<file path="config.mk">
export PLATFORM = sky130hd
export DESIGN_NAME = effective_address_unit
export DESIGN_NICKNAME = d
export VERILOG_FILES = /design/src/design/eau_pkg.sv /design/src/design/eau_ram.sv /design/src/design/eau_regfile.sv /design/src/design/eau_calc.sv /design/src/design/effective_address_unit.sv
export SDC_FILE = /design/constraint.sdc
export NUM_CORES = 1
export LEC_CHECK = 0
export BUFFER_PORTS_ARGS = -buffer_cell sky130_fd_sc_hd__buf_4
export CORE_ASPECT_RATIO = 1.2
export CORE_MARGIN = 10
export CORE_UTILIZATION = 25
export DETAILED_ROUTE_END_ITERATION = 8
export RECOVER_POWER = 100
export SLEW_MARGIN = 20
export SYNTH_ARGS = -nofsm -noshare
export SYNTH_HDL_FRONTEND = slang
export SYNTH_HIERARCHICAL = 1
export SYNTH_SLANG_ARGS = --single-unit
</file>
<file path="constraint.sdc">
create_clock -name clk -period 13.51 [get_ports clk]
set_input_delay 1.351 -clock clk [delete_from_list [all_inputs] [get_ports clk]]
set_output_delay 1.351 -clock clk [all_outputs]
set_load 0.1 [all_outputs]
</file>
<file path="src/design/eau_pkg.sv">
package eau_pkg;

  // Register file: eight data registers followed by eight address registers.
  localparam int unsigned NUM_REGS = 16;
  localparam int unsigned REG_AW   = 4;

  localparam logic [1:0] CMD_RESOLVE = 2'd0;
  localparam logic [1:0] CMD_READ    = 2'd1;
  localparam logic [1:0] CMD_WRITE   = 2'd2;
  localparam logic [1:0] CMD_IGNORE  = 2'd3;

  localparam logic [3:0] MODE_DREG    = 4'd0;
  localparam logic [3:0] MODE_AREG    = 4'd1;
  localparam logic [3:0] MODE_AIND    = 4'd2;
  localparam logic [3:0] MODE_POSTINC = 4'd3;
  localparam logic [3:0] MODE_PREDEC  = 4'd4;
  localparam logic [3:0] MODE_AD16    = 4'd5;
  localparam logic [3:0] MODE_AIDX    = 4'd6;
  localparam logic [3:0] MODE_ABSW    = 4'd7;
  localparam logic [3:0] MODE_ABSL    = 4'd8;
  localparam logic [3:0] MODE_PCD16   = 4'd9;
  localparam logic [3:0] MODE_PCIDX   = 4'd10;
  localparam logic [3:0] MODE_IMM     = 4'd11;

  localparam logic [1:0] SIZE_BYTE = 2'd0;
  localparam logic [1:0] SIZE_WORD = 2'd1;

  localparam logic [1:0] BUS_NONE  = 2'd0;
  localparam logic [1:0] BUS_READ  = 2'd1;
  localparam logic [1:0] BUS_WRITE = 2'd2;

  localparam logic [2:0] PC_ADV_NONE = 3'd0;
  localparam logic [2:0] PC_ADV_WORD = 3'd2;
  localparam logic [2:0] PC_ADV_LONG = 3'd4;

  localparam logic [2:0] REG_SP = 3'd7;

  localparam int unsigned BRIEF_DA_BIT   = 15;
  localparam int unsigned BRIEF_LONG_BIT = 11;

  localparam logic [31:0] MASK_BYTE = 32'h0000_00FF;
  localparam logic [31:0] MASK_WORD = 32'h0000_FFFF;
  localparam logic [31:0] MASK_LONG = 32'hFFFF_FFFF;

  typedef struct packed {
    logic [1:0]  cmd;
    logic [3:0]  mode;
    logic [2:0]  reg_num;
    logic [1:0]  op_size;
    logic [31:0] pc_now;
    logic [15:0] ext_first;
    logic [15:0] ext_second;
    logic [31:0] write_value;
  } eau_in_t;

  typedef struct packed {
    logic [31:0] eff_address;
    logic [31:0] read_value;
    logic [1:0]  bus_action;
    logic [31:0] bus_data;
    logic [2:0]  pc_advance;
  } eau_out_t;

  typedef struct packed {
    logic              en;
    logic [REG_AW-1:0] addr;
    logic [31:0]       data;
  } eau_wr_t;

endpackage

</file>
<file path="src/design/eau_ram.sv">
module eau_ram #(
  parameter int unsigned WIDTH = 32,
  parameter int unsigned DEPTH = 16
) (
  input  logic                     clk,
  input  logic                     we,
  input  logic [$clog2(DEPTH)-1:0] waddr,
  input  logic [WIDTH-1:0]         wdata,
  input  logic                     re_a,
  input  logic [$clog2(DEPTH)-1:0] raddr_a,
  output logic [WIDTH-1:0]         rdata_a,
  input  logic                     re_b,
  input  logic [$clog2(DEPTH)-1:0] raddr_b,
  output logic [WIDTH-1:0]         rdata_b
);

  logic [WIDTH-1:0] mem [DEPTH];
  logic [WIDTH-1:0] rdata_a_r;
  logic [WIDTH-1:0] rdata_b_r;

  always_ff @(posedge clk) begin
    if (we) begin
      mem[waddr] <= wdata;
    end
    if (re_a) begin
      rdata_a_r <= mem[raddr_a];
    end
    if (re_b) begin
      rdata_b_r <= mem[raddr_b];
    end
  end

  assign rdata_a = rdata_a_r;
  assign rdata_b = rdata_b_r;

endmodule

</file>
<file path="src/design/eau_regfile.sv">
module eau_regfile (
  input  logic                        clk,
  input  logic                        rst_n,
  input  eau_pkg::eau_wr_t            wr,
  input  logic                        re,
  input  logic [eau_pkg::REG_AW-1:0]  raddr_a,
  input  logic [eau_pkg::REG_AW-1:0]  raddr_b,
  output logic [31:0]                 rdata_a,
  output logic [31:0]                 rdata_b
);
  import eau_pkg::*;

  logic [NUM_REGS-1:0] vld_r, vld_nxt;
  logic [1:0]          hit_r, hit_nxt;
  logic [1:0]          ent_vld_r, ent_vld_nxt;
  logic [31:0]         byp_r [2];
  logic [31:0]         byp_nxt [2];
  logic [REG_AW-1:0]   raddr [2];
  logic [31:0]         ram_q [2];

  assign raddr[0] = raddr_a;
  assign raddr[1] = raddr_b;

  eau_ram #(
    .WIDTH (32),
    .DEPTH (NUM_REGS)
  ) u_ram (
    .clk     (clk),
    .we      (wr.en),
    .waddr   (wr.addr),
    .wdata   (wr.data),
    .re_a    (re),
    .raddr_a (raddr_a),
    .rdata_a (ram_q[0]),
    .re_b    (re),
    .raddr_b (raddr_b),
    .rdata_b (ram_q[1])
  );

  // A register never written reads as zero. A read in the same cycle as a
  // write to the same register takes the new value from the bypass.
  always_comb begin
    vld_nxt = vld_r;
    if (wr.en) begin
      vld_nxt[wr.addr] = 1'b1;
    end
    for (int p = 0; p < 2; p++) begin
      hit_nxt[p]     = hit_r[p];
      ent_vld_nxt[p] = ent_vld_r[p];
      byp_nxt[p]     = byp_r[p];
      if (re) begin
        hit_nxt[p]     = wr.en && (wr.addr == raddr[p]);
        ent_vld_nxt[p] = vld_r[raddr[p]];
        byp_nxt[p]     = wr.data;
      end
    end
  end

  always_ff @(posedge clk) begin
    if (!rst_n) begin
      vld_r     <= '0;
      hit_r     <= '0;
      ent_vld_r <= '0;
    end else begin
      vld_r     <= vld_nxt;
      hit_r     <= hit_nxt;
      ent_vld_r <= ent_vld_nxt;
    end
    byp_r[0] <= byp_nxt[0];
    byp_r[1] <= byp_nxt[1];
  end

  assign rdata_a = hit_r[0] ? byp_r[0] : (ent_vld_r[0] ? ram_q[0] : 32'd0);
  assign rdata_b = hit_r[1] ? byp_r[1] : (ent_vld_r[1] ? ram_q[1] : 32'd0);

endmodule

</file>
<file path="src/design/eau_calc.sv">
module eau_calc (
  input  eau_pkg::eau_in_t  item,
  input  logic [31:0]       base_val,
  input  logic [31:0]       index_val,
  output eau_pkg::eau_out_t res,
  output eau_pkg::eau_wr_t  wr
);
  import eau_pkg::*;

  logic        is_byte;
  logic        is_word;
  logic [31:0] mask;
  logic [31:0] step;
  logic [31:0] disp16;
  logic [31:0] disp8;
  logic [31:0] idx;
  logic [31:0] brief_off;
  logic [15:0] e1;

  always_comb begin
    e1      = item.ext_first;
    is_byte = (item.op_size == SIZE_BYTE);
    is_word = (item.op_size == SIZE_WORD);
    mask    = is_byte ? MASK_BYTE : (is_word ? MASK_WORD : MASK_LONG);
    if (is_byte) begin
      step = (item.reg_num == REG_SP) ? 32'd2 : 32'd1;
    end else begin
      step = is_word ? 32'd2 : 32'd4;
    end
    disp16 = {{16{e1[15]}}, e1};
    disp8  = {{24{e1[7]}}, e1[7:0]};
    idx    = e1[BRIEF_LONG_BIT] ? index_val : {{16{index_val[15]}}, index_val[15:0]};
    brief_off = idx + disp8;

    res     = '0;
    wr.en   = 1'b0;
    wr.addr = {1'b1, item.reg_num};
    wr.data = 32'd0;

    if (item.cmd != CMD_IGNORE) begin
      case (item.mode)
        MODE_DREG, MODE_AREG: begin
          if (item.cmd == CMD_READ) begin
            res.read_value = base_val & mask;
          end else if (item.cmd == CMD_WRITE) begin
            wr.en   = 1'b1;
            wr.addr = {item.mode == MODE_AREG, item.reg_num};
            if (item.mode == MODE_DREG) begin
              wr.data = (base_val & ~mask) | (item.write_value & mask);
            end else begin
              wr.data = is_word ? {{16{item.write_value[15]}}, item.write_value[15:0]}
                                : item.write_value;
            end
          end
        end
        MODE_IMM: begin
          if (item.cmd == CMD_READ) begin
            if (!is_byte && !is_word) begin
              res.read_value = {e1, item.ext_second};
              res.pc_advance = PC_ADV_LONG;
            end else begin
              res.read_value = {16'd0, e1} & mask;
              res.pc_advance = PC_ADV_WORD;
            end
          end
        end
        MODE_AIND, MODE_POSTINC, MODE_PREDEC, MODE_AD16, MODE_AIDX,
        MODE_ABSW, MODE_ABSL, MODE_PCD16, MODE_PCIDX: begin
          // Writes through PC-relative modes have no effect at all.
          if (!(item.cmd == CMD_WRITE && (item.mode inside {MODE_PCD16, MODE_PCIDX}))) begin
            case (item.mode)
              MODE_AIND: begin
                res.eff_address = base_val;
              end
              MODE_POSTINC: begin
                res.eff_address = base_val;
                wr.en           = 1'b1;
                wr.data         = base_val + step;
              end
              MODE_PREDEC: begin
                res.eff_address = base_val - step;
                wr.en           = 1'b1;
                wr.data         = base_val - step;
              end
              MODE_AD16: begin
                res.eff_address = base_val + disp16;
                res.pc_advance  = PC_ADV_WORD;
              end
              MODE_AIDX: begin
                res.eff_address = base_val + brief_off;
                res.pc_advance  = PC_ADV_WORD;
              end
              MODE_ABSW: begin
                res.eff_address = disp16;
                res.pc_advance  = PC_ADV_WORD;
              end
              MODE_ABSL: begin
                res.eff_address = {e1, item.ext_second};
                res.pc_advance  = PC_ADV_LONG;
              end
              MODE_PCD16: begin
                res.eff_address = item.pc_now + disp16;
                res.pc_advance  = PC_ADV_WORD;
              end
              MODE_PCIDX: begin
                res.eff_address = item.pc_now + brief_off;
                res.pc_advance  = PC_ADV_WORD;
              end
              default: begin
                res.eff_address = 32'd0;
              end
            endcase
            if (item.cmd == CMD_READ) begin
              res.bus_action = BUS_READ;
            end else if (item.cmd == CMD_WRITE) begin
              res.bus_action = BUS_WRITE;
              res.bus_data   = item.write_value & mask;
            end
          end
        end
        default: begin
          res = '0;
        end
      endcase
    end
  end

endmodule

</file>
<file path="src/design/effective_address_unit.sv">
// Channel   Direction  Handshake            Payload
// in_       input      in_valid / in_stall  eau_in_t  (command, mode, extension words)
// out_      output     out_valid/out_stall  eau_out_t (address, value, bus access)
//
// An accepted item is held in the input stage and its result registered when that
// stage advances; with no output stall, one item can be accepted every cycle. Register
// operands are read from the RAM at acceptance; any register update is written at
// the edge that registers the result. Reset clears the pipeline valids and the
// register valid bits, so every register reads as zero until first written. A stalled
// result holds the output register and in_stall rises once the input stage is full.
module effective_address_unit (
  input  logic              clk,
  input  logic              rst_n,
  input  logic              in_valid,
  output logic              in_stall,
  input  eau_pkg::eau_in_t  in_item,
  output logic              out_valid,
  input  logic              out_stall,
  output eau_pkg::eau_out_t out_item
);
  import eau_pkg::*;

  logic     s1_valid_r, s1_valid_nxt;
  eau_in_t  s1_item_r;
  logic     out_valid_r, out_valid_nxt;
  eau_out_t out_item_r;

  logic     out_ready;
  logic     s1_adv;
  logic     in_acc;

  logic [REG_AW-1:0] raddr_a;
  logic [REG_AW-1:0] raddr_b;
  logic [31:0]       base_val;
  logic [31:0]       index_val;
  eau_out_t          calc_res;
  eau_wr_t           calc_wr;
  eau_wr_t           rf_wr;

  assign out_ready = !out_valid_r || !out_stall;
  assign s1_adv    = s1_valid_r && out_ready;
  assign in_stall  = s1_valid_r && !out_ready;
  assign in_acc    = in_valid && !in_stall;

  // Port A fetches the base or direct register, port B the brief-word index.
  assign raddr_a = {in_item.mode != MODE_DREG, in_item.reg_num};
  assign raddr_b = {in_item.ext_first[BRIEF_DA_BIT], in_item.ext_first[14:12]};

  always_comb begin
    rf_wr    = calc_wr;
    rf_wr.en = calc_wr.en && s1_adv;
  end

  eau_regfile u_regfile (
    .clk     (clk),
    .rst_n   (rst_n),
    .wr      (rf_wr),
    .re      (in_acc),
    .raddr_a (raddr_a),
    .raddr_b (raddr_b),
    .rdata_a (base_val),
    .rdata_b (index_val)
  );

  eau_calc u_calc (
    .item      (s1_item_r),
    .base_val  (base_val),
    .index_val (index_val),
    .res       (calc_res),
    .wr        (calc_wr)
  );

  always_comb begin
    s1_valid_nxt = s1_valid_r;
    if (in_acc) begin
      s1_valid_nxt = 1'b1;
    end else if (s1_adv) begin
      s1_valid_nxt = 1'b0;
    end
    out_valid_nxt = out_valid_r && out_stall;
    if (s1_adv) begin
      out_valid_nxt = 1'b1;
    end
  end

  always_ff @(posedge clk) begin
    if (!rst_n) begin
      s1_valid_r  <= 1'b0;
      out_valid_r <= 1'b0;
    end else begin
      s1_valid_r  <= s1_valid_nxt;
      out_valid_r <= out_valid_nxt;
    end
    if (in_acc) begin
      s1_item_r <= in_item;
    end
    if (s1_adv) begin
      out_item_r <= calc_res;
    end
  end

  assign out_valid = out_valid_r;
  assign out_item  = out_item_r;

`ifndef SYNTHESIS
  a_result_from_stage: assert property (@(posedge clk) disable iff (!rst_n)
    $rose(out_valid_r) |-> $past(s1_valid_r))
    else $error("result appeared without an item in the input stage");

  a_stage_holds: assert property (@(posedge clk) disable iff (!rst_n)
    (s1_valid_r && !s1_adv) |=> (s1_valid_r && $stable(s1_item_r)))
    else $error("blocked item in the input stage was lost or changed");

  a_no_bus_no_data: assert property (@(posedge clk) disable iff (!rst_n)
    (out_valid_r && out_item_r.bus_action != BUS_WRITE) |-> (out_item_r.bus_data == 32'd0))
    else $error("bus data present without a memory write");

  a_pc_adv_legal: assert property (@(posedge clk) disable iff (!rst_n)
    out_valid_r |-> (out_item_r.pc_advance == PC_ADV_NONE ||
                     out_item_r.pc_advance == PC_ADV_WORD ||
                     out_item_r.pc_advance == PC_ADV_LONG))
    else $error("illegal extension byte count");
`endif

endmodule
</file>
### Yosys cells after proc, flatten, opt, wreduce, memory -nomap -nowiden

Memory sizes are Yosys's and may differ from the RTL's. A register that Yosys moved wholly into a read port is not among the register bits.
Cells that the tools add are included.

* add/subtract/negate cells: 7
* $lt $le $gt $ge: 4
* equality and inequality tests: 18
* muxes and demuxes: 47
* bitwise gates (word level): 10
* reductions and logical operators: 30

Operators with widths (count)
* two-way mux 32 bit: 16
* one-hot mux 32 bit (8 select lines): 1
* adder 32 bit: 6
* one-hot mux 32 bit (2 select lines): 3
* two-way mux 37 bit: 3
* AND 32 bit: 3
* two-way mux 34 bit: 1
* AND 16 x 32 -> 32 bit: 1
* inverter 32 bit: 1
* bitwise OR 32 bit: 1
* subtractor 32 bit: 1
* == test 4 x 3 -> 1 bit (second input constant): 4
* == test 4 bit (second input constant): 4
* bitwise OR 16 bit: 1
* less-than comparator 4 x 5 -> 1 bit (second input constant): 3
* two-way mux 3 bit: 4
* one-hot mux 3 bit (2 select lines): 2
* two-way mux 1 bit: 11
* logical AND 1 bit: 10
* OR reduction 5 bit: 2
* OR reduction 9 bit: 1
* binary-select mux 1 bit (select 4 bit): 2
* == test 4 x 2 -> 1 bit (second input constant): 2
* == test 4 bit: 2
* other kinds (20): 31

* register bits: 230
* bits in writable memories: 576
* output and inout bits: 103
* memories kept: 2

Memories
* u_regfile.u_ram.mem: words 16, bits a word 32, rd ports 2, clocked after Yosys merged registers in 2, write ports 1, RTL line eau_ram.sv:17 `logic [WIDTH-1:0] mem [DEPTH];`
* u_regfile.byp_r: words 2, bits a word 32, rd ports 2, clocked after Yosys merged registers in 0, write ports 2, RTL line eau_regfile.sv:16 `logic [31:0] byp_r [2];`

### Longest topological paths before layout

* depth after elaboration: 16
* depth in mapped cells: 31
* mapped depth without buffers: 28

### Hierarchy

The synthesis kept the hierarchy.

By module, submodules not included
* eau_ram: times used 1, cells an instance 1141, area each 24828.8 um2
* eau_calc: times used 1, cells an instance 1483, area each 9462.8 um2
* effective_address_unit: times used 1, cells an instance 218, area each 6338.6 um2
* eau_regfile: times used 1, cells an instance 220, area each 2672.6 um2

### Least setup slack after synthesis

OpenSTA, ideal clock, no wires.

* kind: input-to-reg
* start: input port out_stall
* end: memory u_regfile.u_ram.mem[0][0] (enable)
* data arrival time: 12.245 ns
* data required time: 13.049 ns
* setup slack: 0.804 ns
* stages on the path: 4
* buffers on the path: 0
* cells stage by stage: a21boi_0 > and2_1 > or3b_2 > nor3_1

RTL lines
* start: declaration: RTL line effective_address_unit.sv:18 `input logic out_stall,`
* end: declaration: RTL line eau_ram.sv:17

### Worst setup path after layout

* start: input port out_stall
* end: register s1_item_r[91] (netlist name) (enable)

* word-level cells in the longest chain between the ends: 6

RTL lines
* zero test 1 bit: RTL line effective_address_unit.sv:40 `assign out_ready = !out_valid_r || !out_stall;`
* logical OR 1 bit: RTL line effective_address_unit.sv:40
* zero test 1 bit: RTL line effective_address_unit.sv:42 `assign in_stall = s1_valid_r && !out_ready;`
* logical AND 1 bit: RTL line effective_address_unit.sv:42
* zero test 1 bit: RTL line effective_address_unit.sv:43 `assign in_acc = in_valid && !in_stall;`
* logical AND 1 bit: RTL line effective_address_unit.sv:43
* named net in_acc: RTL line effective_address_unit.sv:30 `logic in_acc;`
* end signal: assignment: RTL line effective_address_unit.sv:95 `s1_item_r <= in_item;`
* end: declaration: RTL line effective_address_unit.sv:24 `eau_in_t s1_item_r;`

The timed path passes the listed nets, and every way through them passes these cells.
A chain may end at the register's enable or synchronous reset.

==> impl_summary.log <==
[metrics] fraction of the yosys area taken by sequential cells: 57.6%
[metrics] latest clock arrival within the worst-skew pair: 0.70 ns
[metrics] relative contribution of sequential cells to total power: 50.4%
[metrics] via count of the first global-routing pass: 29,700
[metrics] Overall Power: 5.84 mW
[metrics] outcome: finished, violations left
[metrics] placement-stage cell area: 47,700 sq um
[metrics] worst-path cell chain: clkbuf_1, and3_1, nor2b_1, clkbuf_1, clkbuf_1
[metrics] capture endpoint of the worst hold path: u_regfile/ent_vld_r[0]
[metrics] startpoint-to-endpoint class of the critical path: input port to flip-flop
[metrics] largest cells by area after synthesis: sky130_fd_sc_hd__edfxtp_1 (57%), sky130_fd_sc_hd__mux4_2 (14%), sky130_fd_sc_hd__ha_1 (3.0%)
[metrics] quantity of hold-fixing buffers added after cts: 0
[metrics] Net Sw Power: 1.49 mW
[metrics] number of flops mapped to enable cells by yosys: 816
[metrics] synthesized-area fraction occupied by adder cells: 3.21%
[metrics] CTS tree: done
[metrics] area of the core: 172,000 sq um
[metrics] total number of vias: 29,200
[metrics] number of hold violations in the final report: 0
[metrics] unrepaired setup endpoints after global routing: false
[metrics] endpoint of the lowest-slack register-to-register path: s1_item_r[91]
[metrics] number of buffers created by CTS: 82
[metrics] TritonCTS Sinks: 838
[metrics] proportion of layout cells with a drive suffix above 1: 16.7%
[metrics] violated checks: max-capacitance violations, max-slew violations
[metrics] Resized cells post-CTS: 0
[metrics] max-cap violations: 35
[metrics] Critical Path Fanout Max: 75
[metrics] top-level port count: 214
[metrics] fin util: 28.8%
[metrics] setup fix buffers added after clock tree synthesis: 0
[metrics] setup tns final: 0 ns
[metrics] overall routed net length: 140,000 um
[metrics] per-instance average area after synthesis: 14.1 sq um
[metrics] minimum clock period: 8.91 ns
[metrics] net count after synthesis: 3,281
[metrics] 1st-pass router iterations: 6
[metrics] cell depth of the worst hold path: 1
[metrics] Synth Area in Compound Gates: 12.4%
[metrics] maximum clock rate: 112 MHz
[metrics] remaining global-route overflow: 0
[metrics] wire length per cell after detailed routing: 25.1 um
[metrics] Post-synth top flop: sky130_fd_sc_hd__edfxtp_1
[metrics] vertical die dimension: 476 um
[metrics] worst reg2reg path startpoint: out_valid
[metrics] worst-case clock skew: 0.0398 ns
[metrics] Worst path most repeated cell: sky130_fd_sc_hd__clkbuf_1
[metrics] Area growth, synth to finish: 14.5%
[metrics] global-route wire length before repair: 203,000 um
[metrics] Combinational Power Share: 10.3%
[metrics] Async SR Flop Fraction: 0%
[metrics] portion of netlist area occupied by mux cells: 14.1%
[metrics] slack of the worst reg-to-reg path: 5.04 ns
[metrics] relative slew slack: -255%
[metrics] # DRC: 0
[metrics] flip-flop and latch count after synthesis: 838
[metrics] Worst Path Arrival: 9.14 ns
[metrics] maximum VDD drop: 0.000121 V
[metrics] Final GP Congestion: 0.933
[metrics] Reg clk slew, reported paths: 0.07 ns
[metrics] cell type of the slowest stage on the worst timing path: sky130_fd_sc_hd__clkbuf_1
[metrics] Final Instance Area: 49,600 sq um
[metrics] number of cells on the worst reg-to-reg path: 4
[metrics] Die Footprint: 190,000 sq um
[metrics] estimated wirelength of the detail-placed design: 93,800 um
[metrics] worst-case clock buffer depth: 3
[metrics] Synth top cells by count: sky130_fd_sc_hd__edfxtp_1 (816), sky130_fd_sc_hd__nand2_1 (265), sky130_fd_sc_hd__mux4_2 (260)
[metrics] leakage component of the power: 17.6 nW
[metrics] internal power: 4.36 mW
[metrics] cell area after synthesis: 43,300 sq um
[metrics] cells after synthesis: 3,062
[metrics] top cell type's share of synthesized area: 56.6%
[metrics] main combinational cell family by area after synthesis: multiplexers
[metrics] worst hold-check path type: flip-flop to flip-flop
[metrics] Yosys top cell by area: sky130_fd_sc_hd__edfxtp_1
[metrics] Final Slew Violations: 1,452
[metrics] nets: 3,447
[metrics] simple logic cell fraction of the synthesized area: 7.46%
[metrics] post-layout instance count excluding filler cells: 5,577
[metrics] Iteration-0 DRC Markers: 2,846
[metrics] final setup fails: 0
[metrics] library cell with the highest instance count after synthesis: sky130_fd_sc_hd__edfxtp_1
[metrics] mean number of vias per cell: 5.24
[metrics] Net Sw Frac: 25.5%
[metrics] Buffers on Ports: 213
[metrics] overall track demand over capacity in global routing: 14.2%
[metrics] Worst-Margin Slew: 5.32 ns
[metrics] buffer cell driving the clock tree root: sky130_fd_sc_hd__clkbuf_16
[metrics] kind of end point of the critical path: flip-flop
[metrics] type of origin of the critical path: input port
[metrics] # placed instances: 5,425
[metrics] maximum number of pins on one net before global-route repair: 76
[metrics] warning count from the yosys run: 6
[metrics] initial antenna violation count: 13
[metrics] initial core utilization: 25.1%
[metrics] period utilisation layout: 66.0%
[metrics] xor-xnor portion of the synthesized cell area: 2.75%
[metrics] Synth cell types: 89
[metrics] CTS HTree Levels: 3
[metrics] width of the die: 400 um
[metrics] share of total power in the clock network: 39.3%
[metrics] Cell Rows: 167
[metrics] final antenna-violating net count: 0
[metrics] total power density per cell area: 118 nW/um^2
[metrics] required time at the endpoint of the critical path: 13.74 ns
[metrics] Worst path max stage delay: 3.01 ns
[metrics] hold path startpoint: u_regfile/ent_vld_r[0]
-- cell type report --
| class | instances | area [sq um] |
|---|---|---|
| Multi-Input combinational cell | 1966 | 17400 |
| Fill cell | 17400 | 123000 |
| Clock inverter | 49 | 495 |
| Timing Repair Buffer | 295 | 1580 |
| Inverter | 45 | 169 |
| Antenna cell | 1 | 2.50 |
| Tap cell | 2281 | 2850 |
| Clock buffer | 102 | 2180 |
| Sequential cell | 838 | 24900 |
-- critical path, delay by kind of cell --
family | cells | cell delay [ns]
buffers and inverters | 3 | 5.51
AND/OR/NAND/NOR | 2 | 2.13
-- state kept, by name (all words and copies together) (netlist names) --
name                     flops
u_regfile/u_ram/mem        512
s1_item_r                  107
u_regfile/ent_vld_r          2
out_item                   101
u_regfile/u_ram/rdata_a     32
s1_valid_r                   1
u_regfile/vld_r             16
u_regfile/u_ram/rdata_b     32
out_valid                    1
u_regfile/hit_r              2
u_regfile/byp_r             32
-- per-layer routing --
layer / track usage [%] / share of wire, %
met5: 0 / 0.10
met4: 6.06 / 4.6
met3: 3.49 / 8.7
met2: 24.7 / 49
met1: 16.7 / 37
-- power by group through the flow --
stage	Clock, mW	Sequential (mW)	Combinational [mW]
finish	2.29	2.95	0.601
global route	2.44	2.95	0.639
CTS	2.34	2.94	0.611
global placement	0	3.00	0.605
detailed placement	0	3.00	0.608
floorplan	0	3.10	0.310
-- cell usage in the layout (no fill, tap or decap), types with 11 or more instances in the layout --
cell type | synthesis | final
sky130_fd_sc_hd__o211ai_1 | 11 | 11
sky130_fd_sc_hd__edfxtp_1 | 816 | 816
sky130_fd_sc_hd__and2_1 | 31 | 14
sky130_fd_sc_hd__nor3_1 | 35 | 33
sky130_fd_sc_hd__clkbuf_1 | 142 | 184
sky130_fd_sc_hd__mux4_2 | 260 | 260
sky130_fd_sc_hd__o21a_1 | 28 | 28
sky130_fd_sc_hd__nand3_1 | 42 | 42
sky130_fd_sc_hd__o21ai_0 | 140 | 140
sky130_fd_sc_hd__a222oi_1 | 11 | 11
sky130_fd_sc_hd__clkinv_1 | 0 | 15
sky130_fd_sc_hd__ha_1 | 103 | 103
sky130_fd_sc_hd__xnor2_1 | 76 | 76
sky130_fd_sc_hd__inv_1 | 44 | 45
sky130_fd_sc_hd__a21oi_1 | 110 | 110
sky130_fd_sc_hd__a22oi_1 | 150 | 150
sky130_fd_sc_hd__nor2b_1 | 34 | 29
sky130_fd_sc_hd__xor2_1 | 55 | 55
sky130_fd_sc_hd__a221oi_1 | 36 | 36
sky130_fd_sc_hd__nand2b_1 | 19 | 20
sky130_fd_sc_hd__and2_0 | 0 | 15
sky130_fd_sc_hd__o22ai_1 | 13 | 13
sky130_fd_sc_hd__clkbuf_16 | 0 | 83
sky130_fd_sc_hd__nand2_1 | 265 | 265
sky130_fd_sc_hd__a31oi_1 | 39 | 40
sky130_fd_sc_hd__clkinv_2 | 0 | 16
sky130_fd_sc_hd__nor2_4 | 0 | 14
sky130_fd_sc_hd__a21o_1 | 55 | 55
sky130_fd_sc_hd__dfxtp_1 | 22 | 22
sky130_fd_sc_hd__a211oi_1 | 11 | 11
sky130_fd_sc_hd__nor2_1 | 154 | 139
sky130_fd_sc_hd__a22o_1 | 81 | 81
sky130_fd_sc_hd__and3_1 | 37 | 37
sky130_fd_sc_hd__buf_4 | 22 | 36
sky130_fd_sc_hd__clkbuf_4 | 0 | 91
sky130_fd_sc_hd__mux2i_1 | 11 | 11
-- kinds of logic after synthesis --
kind of cell	after synthesis
DFF	838
AOI/OAI and AO/OA	764
and+or+nand+nor	682
muxes	278
buffers and inverters	258
xor gates and xnor gates	133
adders and majority gates	108
other	1
-- worst max-delay path by stage --
stage	depth (start not counted)	start	slack, ns	end
detailed placement	27	u_regfile/ent_vld_r[1]	6.81	out_item[100]
global placement	27	u_regfile/ent_vld_r[1]	6.76	out_item[100]
global route	5	out_stall	3.89	s1_item_r[87]
floorplan	4	out_stall	0.80	u_regfile/u_ram/mem[0][0]
finish	5	out_stall	4.60	s1_item_r[91]
CTS	27	u_regfile/ent_vld_r[1]	6.78	out_item[100]
-- metrics by stage --
stage | hold WS, ns | setup slack [ns]
final | 0.471 | 4.60
after global routing | 0.493 | 3.89
after CTS | 0.474 | 6.78
after detailed placement | 0.455 | 6.81
after global placement | 0.454 | 6.76
after floorplan | 0.427 | 0.804
No activity file was read; power rests on OpenSTA's default activity.
